--- config.mk ---
export PLATFORM = sky130hd
export DESIGN_NAME = bbp_pi_partial_sum_core
export DESIGN_NICKNAME = d
export VERILOG_FILES = /design/src/design/bbpps_pkg.sv /design/src/design/bbp_pi_partial_sum_core.sv /design/src/design/bbpps_dp.sv /design/src/design/bbpps_ctrl.sv
export SDC_FILE = /design/constraint.sdc
export NUM_CORES = 1
export LEC_CHECK = 0
export BUFFER_PORTS_ARGS = -buffer_cell sky130_fd_sc_hd__buf_2
export CORE_UTILIZATION = 61
export DETAILED_ROUTE_END_ITERATION = 8
export GPL_TIMING_DRIVEN = 0
export MAX_ROUTING_LAYER = met4
export PLACE_DENSITY_LB_ADDON = 0.1
export SETUP_SLACK_MARGIN = 0.15
export SKIP_LAST_GASP = 1
export SLEW_MARGIN = 10
export SYNTH_ARGS = -nofsm -noshare
export SYNTH_HDL_FRONTEND = slang
export SYNTH_SLANG_ARGS = --single-unit
--- constraint.sdc ---
create_clock -name clk -period 10.5 [get_ports clk]
set_input_delay 2.1 -clock clk [delete_from_list [all_inputs] [get_ports clk]]
set_output_delay 2.1 -clock clk [all_outputs]
set_load 0.005 [all_outputs]
--- src/design/bbpps_pkg.sv ---
// Shared types and constants for the BBP pi partial-sum block.
// Used by bbpps_ctrl, bbpps_dp and bbp_pi_partial_sum_core; depends on nothing.
`default_nettype none
package bbpps_pkg;

	localparam int N_W   = 32;	// term count field
	localparam int S_W   = 7;	// stride field
	localparam int O_W   = 6;	// offset field
	localparam int SUM_W = 62;	// partial sum field
	localparam int K_W   = 8;	// term index; holds 15 + 127 after a step
	localparam int DEN_W = 7;	// divisor 8k+6 with k below 16
	localparam int SEL_W = 2;

	// Which of the four divisions of a term is running.
	localparam logic [SEL_W-1:0] SEL_A = 2'd0;	// 4*2^F / (8k+1)
	localparam logic [SEL_W-1:0] SEL_B = 2'd1;	// 2*2^F / (8k+4)
	localparam logic [SEL_W-1:0] SEL_C = 2'd2;	// 2^F / (8k+5)
	localparam logic [SEL_W-1:0] SEL_D = 2'd3;	// 2^F / (8k+6)

	typedef struct packed {
		logic             load;
		logic             div_init;
		logic             div_step;
		logic             term;
		logic             adv;
		logic             publish;
		logic [SEL_W-1:0] sel;
	} cmd_t;

	typedef struct packed {
		logic k_ok;
		logic div_last;
		logic stride_zero;
	} sts_t;

endpackage
`default_nettype wire

--- src/design/bbp_pi_partial_sum_core.sv ---
// BBP pi partial-sum block, top level: links bbpps_ctrl and bbpps_dp; uses bbpps_pkg.
//
// Usage: a request (term_count, stride, offset) transfers on the input
// channel when in_valid is high and in_stall is low. The block sums the
// Bailey-Borwein-Plouffe terms k = offset, offset+stride, ... below
// min(term_count, MAX_TERMS) in fixed point with FRAC_BITS fraction bits and
// returns one partial_sum on the output channel (out_valid / out_stall).
// A stride of zero sums only the term at the offset.
// Each term takes four bit-serial divisions of FRAC_BITS+3 steps, each
// after a setup state, then combine, add and check states; with a zero
// stride the check after the add is skipped. The next request can
// transfer once the sum is in the output register. One request is worked
// at a time; in_stall is high from acceptance until the result is handed
// to the output register.
// The output register frees the core: if the receiver stalls, the finished
// sum waits there and the next request may already be accepted; a later
// result waits in the core until the register is transferred.
// Reset (arst_n low) clears the controller and drops out_valid.
`default_nettype none
module bbp_pi_partial_sum_core
	import bbpps_pkg::*;
#(
	parameter int FRAC_BITS = 60,
	parameter int MAX_TERMS = 16
) (
	input  wire logic             clk,
	input  wire logic             arst_n,
	input  wire logic             in_valid,
	output logic                  in_stall,
	input  wire logic [N_W-1:0]   term_count,
	input  wire logic [S_W-1:0]   stride,
	input  wire logic [O_W-1:0]   offset,
	output logic                  out_valid,
	input  wire logic             out_stall,
	output logic      [SUM_W-1:0] partial_sum
);

	cmd_t cmd;
	sts_t sts;

	bbpps_ctrl u_ctrl (
		.clk       (clk),
		.arst_n    (arst_n),
		.in_valid  (in_valid),
		.in_stall  (in_stall),
		.out_valid (out_valid),
		.out_stall (out_stall),
		.sts       (sts),
		.cmd       (cmd)
	);

	bbpps_dp #(
		.FRAC_BITS (FRAC_BITS),
		.MAX_TERMS (MAX_TERMS)
	) u_dp (
		.clk         (clk),
		.arst_n      (arst_n),
		.cmd         (cmd),
		.sts         (sts),
		.term_count  (term_count),
		.stride      (stride),
		.offset      (offset),
		.partial_sum (partial_sum)
	);

endmodule
`default_nettype wire

--- src/design/bbpps_dp.sv ---
// Datapath of the BBP pi partial-sum block: request registers, bit-serial
// divider, term combine, saturating accumulator and result register. Uses bbpps_pkg.
`default_nettype none
module bbpps_dp
	import bbpps_pkg::*;
#(
	parameter int FRAC_BITS = 60,
	parameter int MAX_TERMS = 16
) (
	input  wire logic             clk,
	input  wire logic             arst_n,
	input  wire cmd_t             cmd,
	output sts_t                  sts,
	input  wire logic [N_W-1:0]   term_count,
	input  wire logic [S_W-1:0]   stride,
	input  wire logic [O_W-1:0]   offset,
	output logic      [SUM_W-1:0] partial_sum
);

	localparam int QW    = FRAC_BITS + 3;	// holds 4*2^F
	localparam int CNT_W = $clog2(QW);

	logic [K_W-1:0]   k_q;
	logic [K_W-1:0]   limit_q;
	logic [S_W-1:0]   s_q;
	logic [SUM_W-1:0] acc_q;
	logic [SUM_W-1:0] partial_sum_q;
	logic [CNT_W-1:0] cnt_q;
	logic [DEN_W-1:0] rem_q;
	logic [QW-1:0]    quot_q;
	logic [QW-1:0]    a_q;
	logic [QW-1:0]    sub_q;
	logic [QW-1:0]    diff_q;

	logic [DEN_W-1:0] den;
	logic [CNT_W-1:0] num_pos;
	logic [DEN_W:0]   trial;
	logic             qbit;
	logic [DEN_W-1:0] rem_next;
	logic [QW-1:0]    quot_next;
	logic [QW-1:0]    term_val;
	logic [63:0]      sum_wide;

	// Divisor and position of the single set numerator bit for each division.
	always_comb begin
		case (cmd.sel)
			SEL_A: begin
				den     = {k_q[3:0], 3'd1};
				num_pos = CNT_W'(FRAC_BITS + 2);
			end
			SEL_B: begin
				den     = {k_q[3:0], 3'd4};
				num_pos = CNT_W'(FRAC_BITS + 1);
			end
			SEL_C: begin
				den     = {k_q[3:0], 3'd5};
				num_pos = CNT_W'(FRAC_BITS);
			end
			default: begin
				den     = {k_q[3:0], 3'd6};
				num_pos = CNT_W'(FRAC_BITS);
			end
		endcase
	end

	// One restoring step; numerator bits are shifted in MSB first.
	assign trial     = {rem_q, (cnt_q == num_pos)};
	assign qbit      = (trial >= {1'b0, den});
	assign rem_next  = qbit ? DEN_W'(trial - {1'b0, den}) : trial[DEN_W-1:0];
	assign quot_next = {quot_q[QW-2:0], qbit};

	assign term_val = diff_q >> {k_q[3:0], 2'b00};
	assign sum_wide = {{(64-SUM_W){1'b0}}, acc_q} + {{(64-QW){1'b0}}, term_val};

	always_ff @(posedge clk) begin
		if (cmd.load) begin
			k_q     <= {{(K_W-O_W){1'b0}}, offset};
			s_q     <= stride;
			limit_q <= (term_count < N_W'(MAX_TERMS)) ? term_count[K_W-1:0]
			                                          : K_W'(MAX_TERMS);
			acc_q   <= '0;
		end
		if (cmd.div_init) begin
			cnt_q  <= CNT_W'(QW - 1);
			rem_q  <= '0;
			quot_q <= '0;
		end
		if (cmd.div_step) begin
			cnt_q  <= cnt_q - 1'b1;
			rem_q  <= rem_next;
			quot_q <= quot_next;
			if (cnt_q == '0) begin
				case (cmd.sel)
					SEL_A:   a_q   <= quot_next;
					SEL_B:   sub_q <= quot_next;
					default: sub_q <= sub_q + quot_next;
				endcase
			end
		end
		if (cmd.term) begin
			diff_q <= (sub_q > a_q) ? '0 : a_q - sub_q;
		end
		if (cmd.adv) begin
			acc_q <= (sum_wide > {{(64-SUM_W){1'b0}}, {SUM_W{1'b1}}}) ? {SUM_W{1'b1}}
			                                                       : sum_wide[SUM_W-1:0];
			k_q   <= k_q + {{(K_W-S_W){1'b0}}, s_q};
		end
		if (cmd.publish) begin
			partial_sum_q <= acc_q;
		end
	end

	assign sts.k_ok        = (k_q < limit_q);
	assign sts.div_last    = (cnt_q == '0);
	assign sts.stride_zero = (s_q == '0);
	assign partial_sum     = partial_sum_q;

`ifndef NO_ASSERTIONS
	// A division runs only on terms whose index is below sixteen.
	a_div_k_small: assert property (@(posedge clk) disable iff (!arst_n)
		cmd.div_step |-> (k_q < K_W'(16)))
		else $error("division started on a term index of sixteen or more");
	// The saturating add never leaves the accumulator below its previous value.
	a_acc_grows: assert property (@(posedge clk) disable iff (!arst_n)
		cmd.adv |=> (acc_q >= $past(acc_q)))
		else $error("accumulator decreased on a term add");
	// A division's last step never comes in the same cycle as the start of a new division.
	a_cnt_restart: assert property (@(posedge clk) disable iff (!arst_n)
		(cmd.div_step && cnt_q == '0) |=> !$past(cmd.div_init))
		else $error("divider finished and restarted in one cycle");
`endif

endmodule
`default_nettype wire

--- src/design/bbpps_ctrl.sv ---
// Controller of the BBP pi partial-sum block: request sequencing and the
// output valid flag. Uses bbpps_pkg; drives the datapath in bbpps_dp.
`default_nettype none
module bbpps_ctrl
	import bbpps_pkg::*;
(
	input  wire logic clk,
	input  wire logic arst_n,
	input  wire logic in_valid,
	output logic      in_stall,
	output logic      out_valid,
	input  wire logic out_stall,
	input  wire sts_t sts,
	output cmd_t      cmd
);

	localparam logic [2:0] S_IDLE  = 3'd0;
	localparam logic [2:0] S_CHECK = 3'd1;
	localparam logic [2:0] S_DINIT = 3'd2;
	localparam logic [2:0] S_DIV   = 3'd3;
	localparam logic [2:0] S_TERM  = 3'd4;
	localparam logic [2:0] S_ADV   = 3'd5;
	localparam logic [2:0] S_OUT   = 3'd6;

	logic [2:0]       state_q;
	logic [2:0]       state_d;
	logic [SEL_W-1:0] sel_q;
	logic [SEL_W-1:0] sel_d;
	logic             out_valid_q;

	always_comb begin
		state_d = state_q;
		sel_d   = sel_q;
		cmd     = '0;
		cmd.sel = sel_q;
		unique case (state_q)
			S_IDLE: begin
				if (in_valid) begin
					cmd.load = 1'b1;
					state_d  = S_CHECK;
				end
			end
			S_CHECK: begin
				sel_d   = SEL_A;
				state_d = sts.k_ok ? S_DINIT : S_OUT;
			end
			S_DINIT: begin
				cmd.div_init = 1'b1;
				state_d      = S_DIV;
			end
			S_DIV: begin
				cmd.div_step = 1'b1;
				if (sts.div_last) begin
					if (sel_q == SEL_D) begin
						state_d = S_TERM;
					end else begin
						sel_d   = sel_q + 1'b1;
						state_d = S_DINIT;
					end
				end
			end
			S_TERM: begin
				cmd.term = 1'b1;
				state_d  = S_ADV;
			end
			S_ADV: begin
				cmd.adv = 1'b1;
				state_d = sts.stride_zero ? S_OUT : S_CHECK;
			end
			S_OUT: begin
				// The result register is free or its transfer happens now.
				if (!out_valid_q || !out_stall) begin
					cmd.publish = 1'b1;
					state_d     = S_IDLE;
				end
			end
			default: state_d = S_IDLE;
		endcase
	end

	always_ff @(posedge clk or negedge arst_n) begin
		if (!arst_n) begin
			state_q     <= S_IDLE;
			sel_q       <= SEL_A;
			out_valid_q <= 1'b0;
		end else begin
			state_q <= state_d;
			sel_q   <= sel_d;
			if (cmd.publish) begin
				out_valid_q <= 1'b1;
			end else if (!out_stall) begin
				out_valid_q <= 1'b0;
			end
		end
	end

	assign in_stall  = (state_q != S_IDLE);
	assign out_valid = out_valid_q;

`ifndef NO_ASSERTIONS
	a_one_cmd: assert property (@(posedge clk) disable iff (!arst_n)
		$onehot0({cmd.load, cmd.div_init, cmd.div_step, cmd.term, cmd.adv, cmd.publish}))
		else $error("more than one datapath command in a cycle");
	a_no_overwrite: assert property (@(posedge clk) disable iff (!arst_n)
		cmd.publish |-> !(out_valid_q && out_stall))
		else $error("result overwritten while waiting for transfer");
	a_accept_check: assert property (@(posedge clk) disable iff (!arst_n)
		(in_valid && !in_stall) |=> (state_q == S_CHECK))
		else $error("accepted request did not start the term loop");
	a_publish_valid: assert property (@(posedge clk) disable iff (!arst_n)
		cmd.publish |=> out_valid_q)
		else $error("published result not marked valid");
`endif

endmodule
`default_nettype wire
== Word-level counts from Yosys, hierarchy flattened ==
Index checks and enable logic that the tools add are counted.

* Register bits after elaboration: 417
* Latch bits: 0
* Memory bits (writable): 0
* Memory bits (read-only): 0
* Bits of input ports: 49
* Memories kept: 0

* $add $sub $neg: 7
* $mul: 0
* Divide/modulo/power cells: 0
* $lt $le $gt $ge: 5
* Equal/unequal tests: 15
* Shift-type cells: 1
* Muxes and demuxes: 35
* Bitwise logic cells: 1
* Reduce and logical (&&, ||, !) cells: 15

{| class="wikitable"
|+ Operators with widths
! operator !! count
|-
| $mux W62 || 5
|-
| $pmux W63 S2 || 1
|-
| $add A62 B63 Y64 || 1
|-
| $gt A64 B62 Y1 const B || 1
|-
| $add A63 B63 Y63 || 1
|-
| $gt A63 B63 Y1 || 1
|-
| $shr A63 B6 Y63 || 1
|-
| $sub A63 B63 Y63 || 1
|-
| $lt A32 B5 Y1 const B || 1
|-
| $mux W7 || 3
|-
| $pmux W3 S7 || 1
|-
| $mux W3 || 6
|-
| $mux W8 || 2
|-
| $mux W6 || 2
|-
| $reduce_and A3 Y1 || 4
|-
| $mux W1 || 10
|-
| $eq A3 B3 Y1 const B || 3
|-
| $pmux W3 S3 || 1
|-
| $add A8 B7 Y8 || 1
|-
| $ge A8 B7 Y1 || 1
|-
| $lt A8 B8 Y1 || 1
|-
| $pmux W2 S2 || 2
|-
| $logic_not A7 Y1 || 1
|-
| $sub A7 B7 Y7 || 1
|-
| 18 further kinds || 27
|}

== Logic depth before layout (Yosys ltp) ==
Gate-level depths: netlist of the first run.

* Word-level depth: 6
* Gate-level depth with buffers: 28
* Gate-level depth less buffers: 28

== Modules after synthesis ==
From an unflattened synthesis of the first run, not the netlist that was laid out.

* Cell total of the unflattened synthesis: 2909
* Area total of the unflattened synthesis: 29015.3 um^2

{| class="wikitable"
|+ By module, submodules not included
! module !! instances !! cells an instance !! area an instance (um^2) !! seq. area each (um^2)
|-
| bbpps_dp || 1 || 2856 || 28543.6 || 12341.8
|-
| bbpps_ctrl || 1 || 53 || 471.7 || 150.1
|}

== Worst setup path before layout of the first run ==
No wires, ideal clock.

* Path type: register -> register
* Start point: register u_ctrl.state_q[0]
* End point: register u_dp.sub_q[0], enable pin
* Setup time: 561 ps
* Arrival: 5401 ps
* Required time: 9939 ps
* Path slack: 4538 ps
* Cell stages (with the launch flop): 5
* Path buffers: 2
* Clock period less this slack: 5962 ps
* Cells stage by stage: dfrtp_1 clkbuf_1 clkbuf_1 nand2_1 nor3_1

* Cells in the longest elaborated chain, start to end: 3

{| class="wikitable"
|+ Ends and longest elaborated chain
! what !! line !! RTL
|-
| start, declared || bbpps_ctrl.sv:25 || <nowiki>logic [2:0] state_q;</nowiki>
|-
| start signal, assigned || bbpps_ctrl.sv:87 || <nowiki>state_q <= state_d;</nowiki>
|-
| $eq A3 B2 Y1 || bbpps_ctrl.sv:36 || <nowiki>unique case (state_q)</nowiki>
|-
| $mux W1 || bbpps_ctrl.sv:36 ||
|-
| $reduce_and A3 Y1 (no source line) || -- ||
|-
| end signal, assigned || bbpps_dp.sv:95 || <nowiki>SEL_B: sub_q <= quot_next;</nowiki>
|-
| end signal, assigned || bbpps_dp.sv:96 || <nowiki>default: sub_q <= sub_q + quot_next;</nowiki>
|-
| end, declared || bbpps_dp.sv:32 || <nowiki>logic [QW-1:0] sub_q;</nowiki>
|}

Every way passes these cells.
A chain may end at the register's enable or synchronous reset.

== Worst setup path after layout of the first run ==
* Start point: register u_dp.k_q[0]
* End point: register u_dp.sub_q[62] (data pin)

* Cells in the longest elaborated chain, start to end: 3

{| class="wikitable"
|+ Ends and longest elaborated chain
! what !! line !! RTL
|-
| start, declared || bbpps_dp.sv:23 || <nowiki>logic [K_W-1:0] k_q;</nowiki>
|-
| start signal, assigned || bbpps_dp.sv:77 || <nowiki>k_q <= {{(K_W-O_W){1'b0}}, offset};</nowiki>
|-
| start signal, assigned || bbpps_dp.sv:106 || <nowiki>k_q <= k_q + {{(K_W-S_W){1'b0}}, s_q};</nowiki>
|-
| $ge A8 B7 Y1 || bbpps_dp.sv:68 || <nowiki>assign qbit = (trial >= {1'b0, den});</nowiki>
|-
| net u_dp.qbit || bbpps_dp.sv:38 || <nowiki>logic qbit;</nowiki>
|-
| $add A63 B63 Y63 || bbpps_dp.sv:96 ||
|-
| $pmux W63 S2 || bbpps_dp.sv:93 || <nowiki>case (cmd.sel)</nowiki>
|}

The timed path passes the listed nets, and every way through them passes these cells.

==> impl_metrics.py, run 1 <==
metrics = {
    "cts": {
        "cts.sinks": 417,
        "cts_root_buffer": "clkbuf_16",
        "cts_tree": "built",
        "htreeDepth": 2,
        "cts_setup_buffers": 0,
        "clock_latency_ns": 0.59,
        "cts_buffers": 45,
        "hold_buffers": 0,
        "clock_path_buffers": 3,
        "clkTransAtPathRegs_ns": 0.06,
        "cts_resized": 0,
    },
    "pwr": {
        "switchingPower_uw": 2910,
        "ir_drop_mv": 0.216,
        "switching_share_pct": 40.1,
        "seqPwrFrac_pct": 34.6,
        "internal-power_uw": 4350,
        "combPwrFrac_pct": 43.6,
        "leakage_uw": 0.0130,
        "power_density_nw_per_um2": 228,
        "clkPwrFrac_pct": 21.9,
    },
    "logic_synthesis": {
        "yosys_warnings": 0,
        "synth.cell_area_um2": 28900,
        "synthArstFlopShare_pct": 1.44,
        "ys_ff_latch": 417,
        "yosysSeqAreaShare_pct": 43.3,
        "synth_ff_type": "edfxtp_1",
        "synthSimpleGateAreaFrac_pct": 15.1,
        "yosys.cell_types.count": 82,
        "synth.avg_cell_area_um2": 9.66,
        "synth_xor_area_share_pct": 5.43,
        "synth-compound-area-share_pct": 19.2,
        "synth-edff-count": 411,
        "netlist_instances": 2987,
        "muxShareOfSynthArea_pct": 3.02,
        "synth_fa_ha_area_share_pct": 9.67,
        "synth_top_family_by_area": "compound AO/OA/AOI/OAI gates",
    },
    "drt": {
        "num_vias": 24100,
        "viasPerCell": 6.34,
        "wl_per_cell_um": 21.3,
        "drtIter0Drc": 2117,
        "wirelength_mm": 81.2,
        "wl_met1_mm": 33.8,
        "highest_layer": "met4",
        "ant_nets": 0,
        "drc": 0,
        "wl_met3_mm": 4.65,
        "route.met2.wl_mm": 39.3,
        "dr.pass1.iters": 6,
    },
    "critical_path": {
        "critPathLaunch": "u_dp.k_q[0]$_DFFE_PP_",
        "crit_arrival_ns": 8.63,
        "ff2ff_setup_slack_ns": 2.18,
        "worst_r2r_path_depth": 25,
        "endpoint": "u_dp.sub_q[62]$_DFFE_PP_",
        "critPathLaunchType": "flop",
        "reg2reg_to": "u_dp.sub_q[62]$_DFFE_PP_",
        "cp-end-kind": "flop",
        "crit_fanout": 10,
        "worst-setup-path-type": "reg2reg",
        "cp.required_ns": 10.82,
        "r2r_start": "u_dp.k_q[0]$_DFFE_PP_",
    },
    "floorplanning": {
        "die_w_um": 219,
        "die-height_um": 219,
        "pin_count": 113,
        "start_util_pct": 62.0,
        "die-area_um2": 48200,
        "fp.coreArea_um2": 46600,
        "rows": 79,
    },
    "worst_hold_path": {
        "hp-start": "u_dp.acc_q[20]$_SDFFCE_PP0P_",
        "worstHoldPathType": "reg2reg",
    },
    "timing": {
        "worst_slew_pin_slew_ns": 1.17,
        "slew_viol_final": 0,
        "setup_viol": 0,
        "period_share_pct": 79.2,
        "tns_ns": 0,
        "timing.slew.headroom_pct": 22.1,
        "period_needed_ns": 8.32,
        "rsz0062_at_grt": "false",
        "fmax_mhz": 120,
        "hold_viol": 0,
        "fin_worst_skew_ns": 0.0182,
    },
    "place": {
        "numPortBuffers": 112,
        "place_hpwl_mm": 63.1,
        "gp_congestion": 0.985,
    },
    "finish": {
        "layout_common_cells": "411 x edfxtp_1, 335 x a21oi_1, 242 x nand2_1, 229 x nor2_1, 215 x ha_1",
        "area_delta_synth_final_pct": 10.4,
        "layout-drive-gt1-share_pct": 8.66,
        "fin_util_pct": 68.5,
        "final_common_cell": "edfxtp_1",
        "finalNetCount": 3434,
    },
    "global_routing": {
        "grt_pass1_wl_mm": 125,
        "grt.overflow.total": 0,
        "grt_pass1_vias": 23100,
        "grt_start_max_net_pins": 58,
        "grt_usage_pct": 34.4,
        "antenna_found_initial": 1,
    },
    "job": {
        "drv_cap": 0,
    },
    "run_status": {
        "status": "completed",
    },
}
==> cells in the mapped netlist (all sizes together) (23+ instances only) <==
| library cell | n | area [um2] |
|---|---|---|
| a211oi | 48 | 360 |
| a21o | 114 | 856 |
| a21oi | 337 | 1700 |
| a31oi | 23 | 150 |
| and2 | 39 | 244 |
| and3 | 90 | 563 |
| buf | 31 | 221 |
| clkbuf | 135 | 507 |
| edfxtp | 411 | 12300 |
| ha | 215 | 2690 |
| inv | 138 | 518 |
| mux2i | 45 | 450 |
| nand2 | 243 | 912 |
| nand2b | 27 | 169 |
| nand3 | 43 | 215 |
| nand4 | 55 | 344 |
| nor2 | 229 | 860 |
| nor2b | 51 | 319 |
| nor3 | 47 | 235 |
| o21ai | 197 | 986 |
| o21bai | 42 | 315 |
| xnor2 | 100 | 876 |
| xor2 | 79 | 692 |
==> power by group through the flow <==
stage / Combinational [uW] / Clock, uW / Sequential (uW)
2_1_floorplan: 2240 / 0 / 2470
3_3_place_gp: 2950 / 0 / 2560
3_5_place_dp: 3090 / 0 / 2540
4_1_cts: 3110 / 1600 / 2500
5_1_grt: 3460 / 1650 / 2540
6_report: 3160 / 1590 / 2510
==> layout make-up <==
| type | count | area, um2 |
|---|---|---|
| sequential | 417 | 12500 |
| fill | 3525 | 14700 |
| clock inverter | 25 | 267 |
| clock buffer | 56 | 1170 |
| multi-input combinational | 2266 | 15200 |
| tap | 607 | 759 |
| antenna | 1 | 2.50 |
| inverter | 140 | 526 |
| timing repair buffer | 129 | 773 |
| buffer | 166 | 732 |
==> worst min-delay path by stage <==
stage,to,slack [ns],depth (start not counted)
after global routing,u_dp.partial_sum[20]$_DFFE_PP_,0.48,0
after detailed placement,u_dp.partial_sum[2]$_DFFE_PP_,0.45,0
after floorplan,u_dp.partial_sum[0]$_DFFE_PP_,0.43,0
after CTS,u_dp.partial_sum[2]$_DFFE_PP_,0.47,0
final,u_dp.partial_sum[20]$_DFFE_PP_,0.47,0
after global placement,u_dp.partial_sum[41]$_DFFE_PP_,0.44,0
==> registers in the layout, indices dropped and copies added (netlist names) <==
register          count
u_ctrl.sel_q          2
u_ctrl.state_q        3
u_dp.s_q              7
u_dp.acc_q           62
u_dp.sub_q           63
u_dp.a_q             63
u_dp.quot_q          62
u_dp.cnt_q            6
u_dp.k_q              8
u_dp.diff_q          63
u_ctrl.out_valid      1
u_dp.rem_q            7
u_dp.partial_sum     62
u_dp.limit_q          8
==> stage by stage <==
step / hold WS (ns) / setup slack [ns] / cells / cell area (um2) / total power (uW)
finish: 0.465 / 2.18 / 3807 / 31900 / 7260
global route: 0.475 / 1.83 / 3807 / 31900 / 7660
CTS: 0.466 / 2.51 / 3806 / 31900 / 7220
detailed placement: 0.453 / 2.61 / 3725 / 30400 / 5620
global placement: 0.439 / 0.484 / 3708 / 30200 / 5510
floorplan: 0.433 / 4.54 / 2989 / 28900 / 4700
==> logic make-up (layout without fill, tap and decap cells) <==
group / Yosys count / after routing
compound gates: 899 / 899
xor+xnor: 179 / 179
fa+ha+maj: 220 / 220
buf+inv: 306 / 516
flops: 417 / 417
mux: 73 / 73
other cells: 1 / 4
simple gates: 892 / 892
==> worst max-delay path: stages, from the launching register on <==
cell and delay [ns]:
edfxtp_1 0.40, clkbuf_1 0.72, clkinv_1 0.40, clkbuf_1 0.37, clkbuf_1 0.38, ha_1 0.48
o21ai_0 0.12, nand2b_1 0.13, a21o_1 0.13, nand2_1 0.05, inv_1 0.06, o21ai_0 0.09
nor2b_1 0.20, inv_1 0.26, ha_1 0.27, fa_1 0.26, a21oi_1 0.11, nand4b_1 0.23
a211o_1 0.42, a211o_1 0.37, a211oi_1 0.75, o211ai_1 0.33, a2111oi_0 0.69, a2111oi_1 0.26
o41ai_1 0.42, xor2_1 0.12
==> layer usage <==
layer / vias to the layer above / global-route usage, %
met3: 192 / 4.02
met4: 0 / 15.1
met5: - / -
met1: 11500 / 42.9
met2: 976 / 56.5
li1: 11400 / -
Note: power is estimated with default switching activity, not from simulation.
==> run 2, diff against run 1 <==
Settings changed: CORE_UTILIZATION 61 to 57.
Clock period 10.5 ns to 7.05 ns, I/O delays scaled along.
==> run 2 against run 1 <==
  * Cell count up 1.7%
  * Power grew 50%
  * Die area grew 7.0%
  * Register-to-register slack got worse by 1.9 ns
  * Sequential share of layout area is 0.35 points lower
  * Combinational power rose by 50%
  * Flip-flop and latch count is the same
  * Core utilization shrank 4.2 points
  * Global-route usage shrank 2.4 points
  * Setup slack lost 1.9 ns
  * Clock skew up 0.0022 ns
  * Clock power up 53%
==> impl_metrics.py, run 2 (synthesis gave the netlist of run 1 again) <==
metrics = {
    "run_status": {
        "status": "completed",
    },
    "critical_path": {
        "critPathMostFrequentCell": "ha_1",
        "worst-setup-path-type": "reg2reg",
        "slowest_stage": "a2111oi_4",
        "cpPeakStageDelay_ns": 0.46,
        "critPathLaunchType": "flop",
        "critPathLaunch": "u_ctrl.sel_q[1]$_DFFE_PN0P_",
        "crit_arrival_ns": 7.06,
        "worst-path-buf-inv": 3,
        "r2r_start": "u_ctrl.sel_q[1]$_DFFE_PN0P_",
        "crit_fanout": 6,
        "critPathTopFamily": "compound AO/OA/AOI/OAI gates",
        "cp-end-kind": "flop",
        "cp.required_ns": 7.37,
    },
    "floorplanning": {
        "start_util_pct": 57.6,
        "rows": 82,
        "die-area_um2": 51500,
        "pin_count": 113,
        "fp.coreArea_um2": 50100,
        "die_w_um": 227,
        "die-height_um": 227,
    },
    "cts": {
        "cts_tree": "built",
        "clkTransAtPathRegs_ns": 0.06,
        "cts_buffers": 46,
        "clock_latency_ns": 0.60,
        "htreeDepth": 2,
        "cts.sinks": 417,
        "clock_path_buffers": 3,
        "cts_root_buffer": "clkbuf_16",
        "cts_setup_buffers": 0,
    },
    "finish": {
        "regArea_um2": 12500,
        "layout_common_cells": "411 x edfxtp_1, 335 x a21oi_1, 242 x nand2_1, 229 x nor2_1, 215 x ha_1",
        "final_common_cell": "edfxtp_1",
        "area_delta_synth_final_pct": 11.5,
        "finalNetCount": 3434,
        "multi_input_area_um2": 15300,
        "nFillCells": 4247,
        "layout-drive-gt1-share_pct": 9.44,
        "final_cells": 3873,
        "reg.largest.list": "u_dp.a_q (63), u_dp.diff_q (63), u_dp.sub_q (63)",
        "fin_util_pct": 64.2,
    },
    "drt": {
        "wirelength_mm": 80.7,
        "ant_nets": 0,
        "dr.pass1.iters": 5,
        "drc": 0,
        "wl_per_cell_um": 20.8,
        "num_vias": 23800,
        "drtIter0Drc": 1724,
        "viasPerCell": 6.14,
    },
    "place": {
        "gp_congestion": 0.997,
        "place_hpwl_mm": 62.7,
        "dp_cells": 3789,
        "numPortBuffers": 112,
    },
    "global_routing": {
        "grt_start_max_net_pins": 60,
        "grt_pass1_vias": 22800,
        "grt_usage_pct": 32.0,
        "grt.overflow.total": 0,
        "grt_pass1_wl_mm": 124,
        "antenna_found_initial": 1,
    },
    "timing": {
        "slew_viol_final": 0,
        "worst_slew_pin_slew_ns": 1.18,
        "timing.slew.headroom_pct": 21.3,
        "fin_worst_skew_ns": 0.0204,
        "fmax_mhz": 148,
        "hold_viol": 0,
        "tns_ns": 0,
        "period_share_pct": 95.6,
        "setup_viol": 0,
        "rsz0062_at_grt": "true",
        "period_needed_ns": 6.74,
        "holdWs_ns": 0.458,
    },
    "pwr": {
        "leakage_uw": 0.0130,
        "ir_drop_mv": 0.271,
        "power_density_nw_per_um2": 340,
    },
    "worst_hold_path": {
        "worstHoldPathType": "reg2reg",
        "hp-start": "u_dp.acc_q[55]$_SDFFCE_PP0P_",
    },
    "job": {
        "drv_cap": 0,
    },
}
==> run 2: cell count changes in the layout (fill, tap and decap cells not counted), moves of 3 or more <==
cell	before	now
clkbuf_1	145	138
clkinv_2	9	6
buf_1	7	4
clkbuf_2	0	7
==> run 2: path summary, 6_finish.rpt <==
path                                             endpoint  slack (ns)  depth (start not counted)
setup / recovery                 u_dp.sub_q[62]$_DFFE_PP_        0.31                         28
hold / removal             u_dp.partial_sum[55]$_DFFE_PP_        0.46                          0
setup reg to reg                 u_dp.sub_q[62]$_DFFE_PP_        0.31                         28
hold reg to reg            u_dp.partial_sum[55]$_DFFE_PP_        0.46                          0
max in group asynchronous     u_ctrl.sel_q[0]$_DFFE_PN0P_        6.25                          1
min in group asynchronous     u_ctrl.sel_q[1]$_DFFE_PN0P_        0.64                          1
==> run 2: routing by layer <==
layer,GRT usage (%),wire (um)
met1,40.3,34500
met4,12.3,3190
met3,4.58,4600
met5,-,0
met2,52.2,38400
==> run 2: where the power goes <==
group          internal, uW  switching [uW]  total (uW)  leakage, uW
Sequential             3420             332        3750      0.00392
Combinational          1720            3030        4750      0.00838
Clock                  1410            1020        2430     0.000732
Total                  6550            4380       10900       0.0130
==> run 2: timing repair <==
action | in CTS | in global routing
endpoints found under the setup margin | 82 | 74
resized for setup | 12 | 21
pin swaps | 1 | 4
endpoints found under the hold margin | 0 | 0
hold buffers | 0 | 0
==> run 2: layout make-up <==
| class | count | share of cell area, % |
|---|---|---|
| Clock buffer | 57 | 3.77 |
| Antenna cell | 1 | 0.00778 |
| Buffer | 166 | 2.32 |
| Tap cell | 672 | 2.61 |
| Clock inverter | 26 | 0.922 |
| Timing Repair Buffer | 128 | 2.40 |
| Inverter | 140 | 1.63 |
| Sequential cell | 417 | 38.8 |
| Multi-Input combinational cell | 2266 | 47.5 |
==> run 2: through the flow <==
step                worst slack [ns]  total power [uW]  instance area [um2]
floorplan                       1.09              7010                28900
global placement               -3.10              8230                30300
detailed placement            -0.867              8360                30500
CTS                           0.0344             10800                32100
global route                  0.0217             11600                32200
finish                         0.307             10900                32200
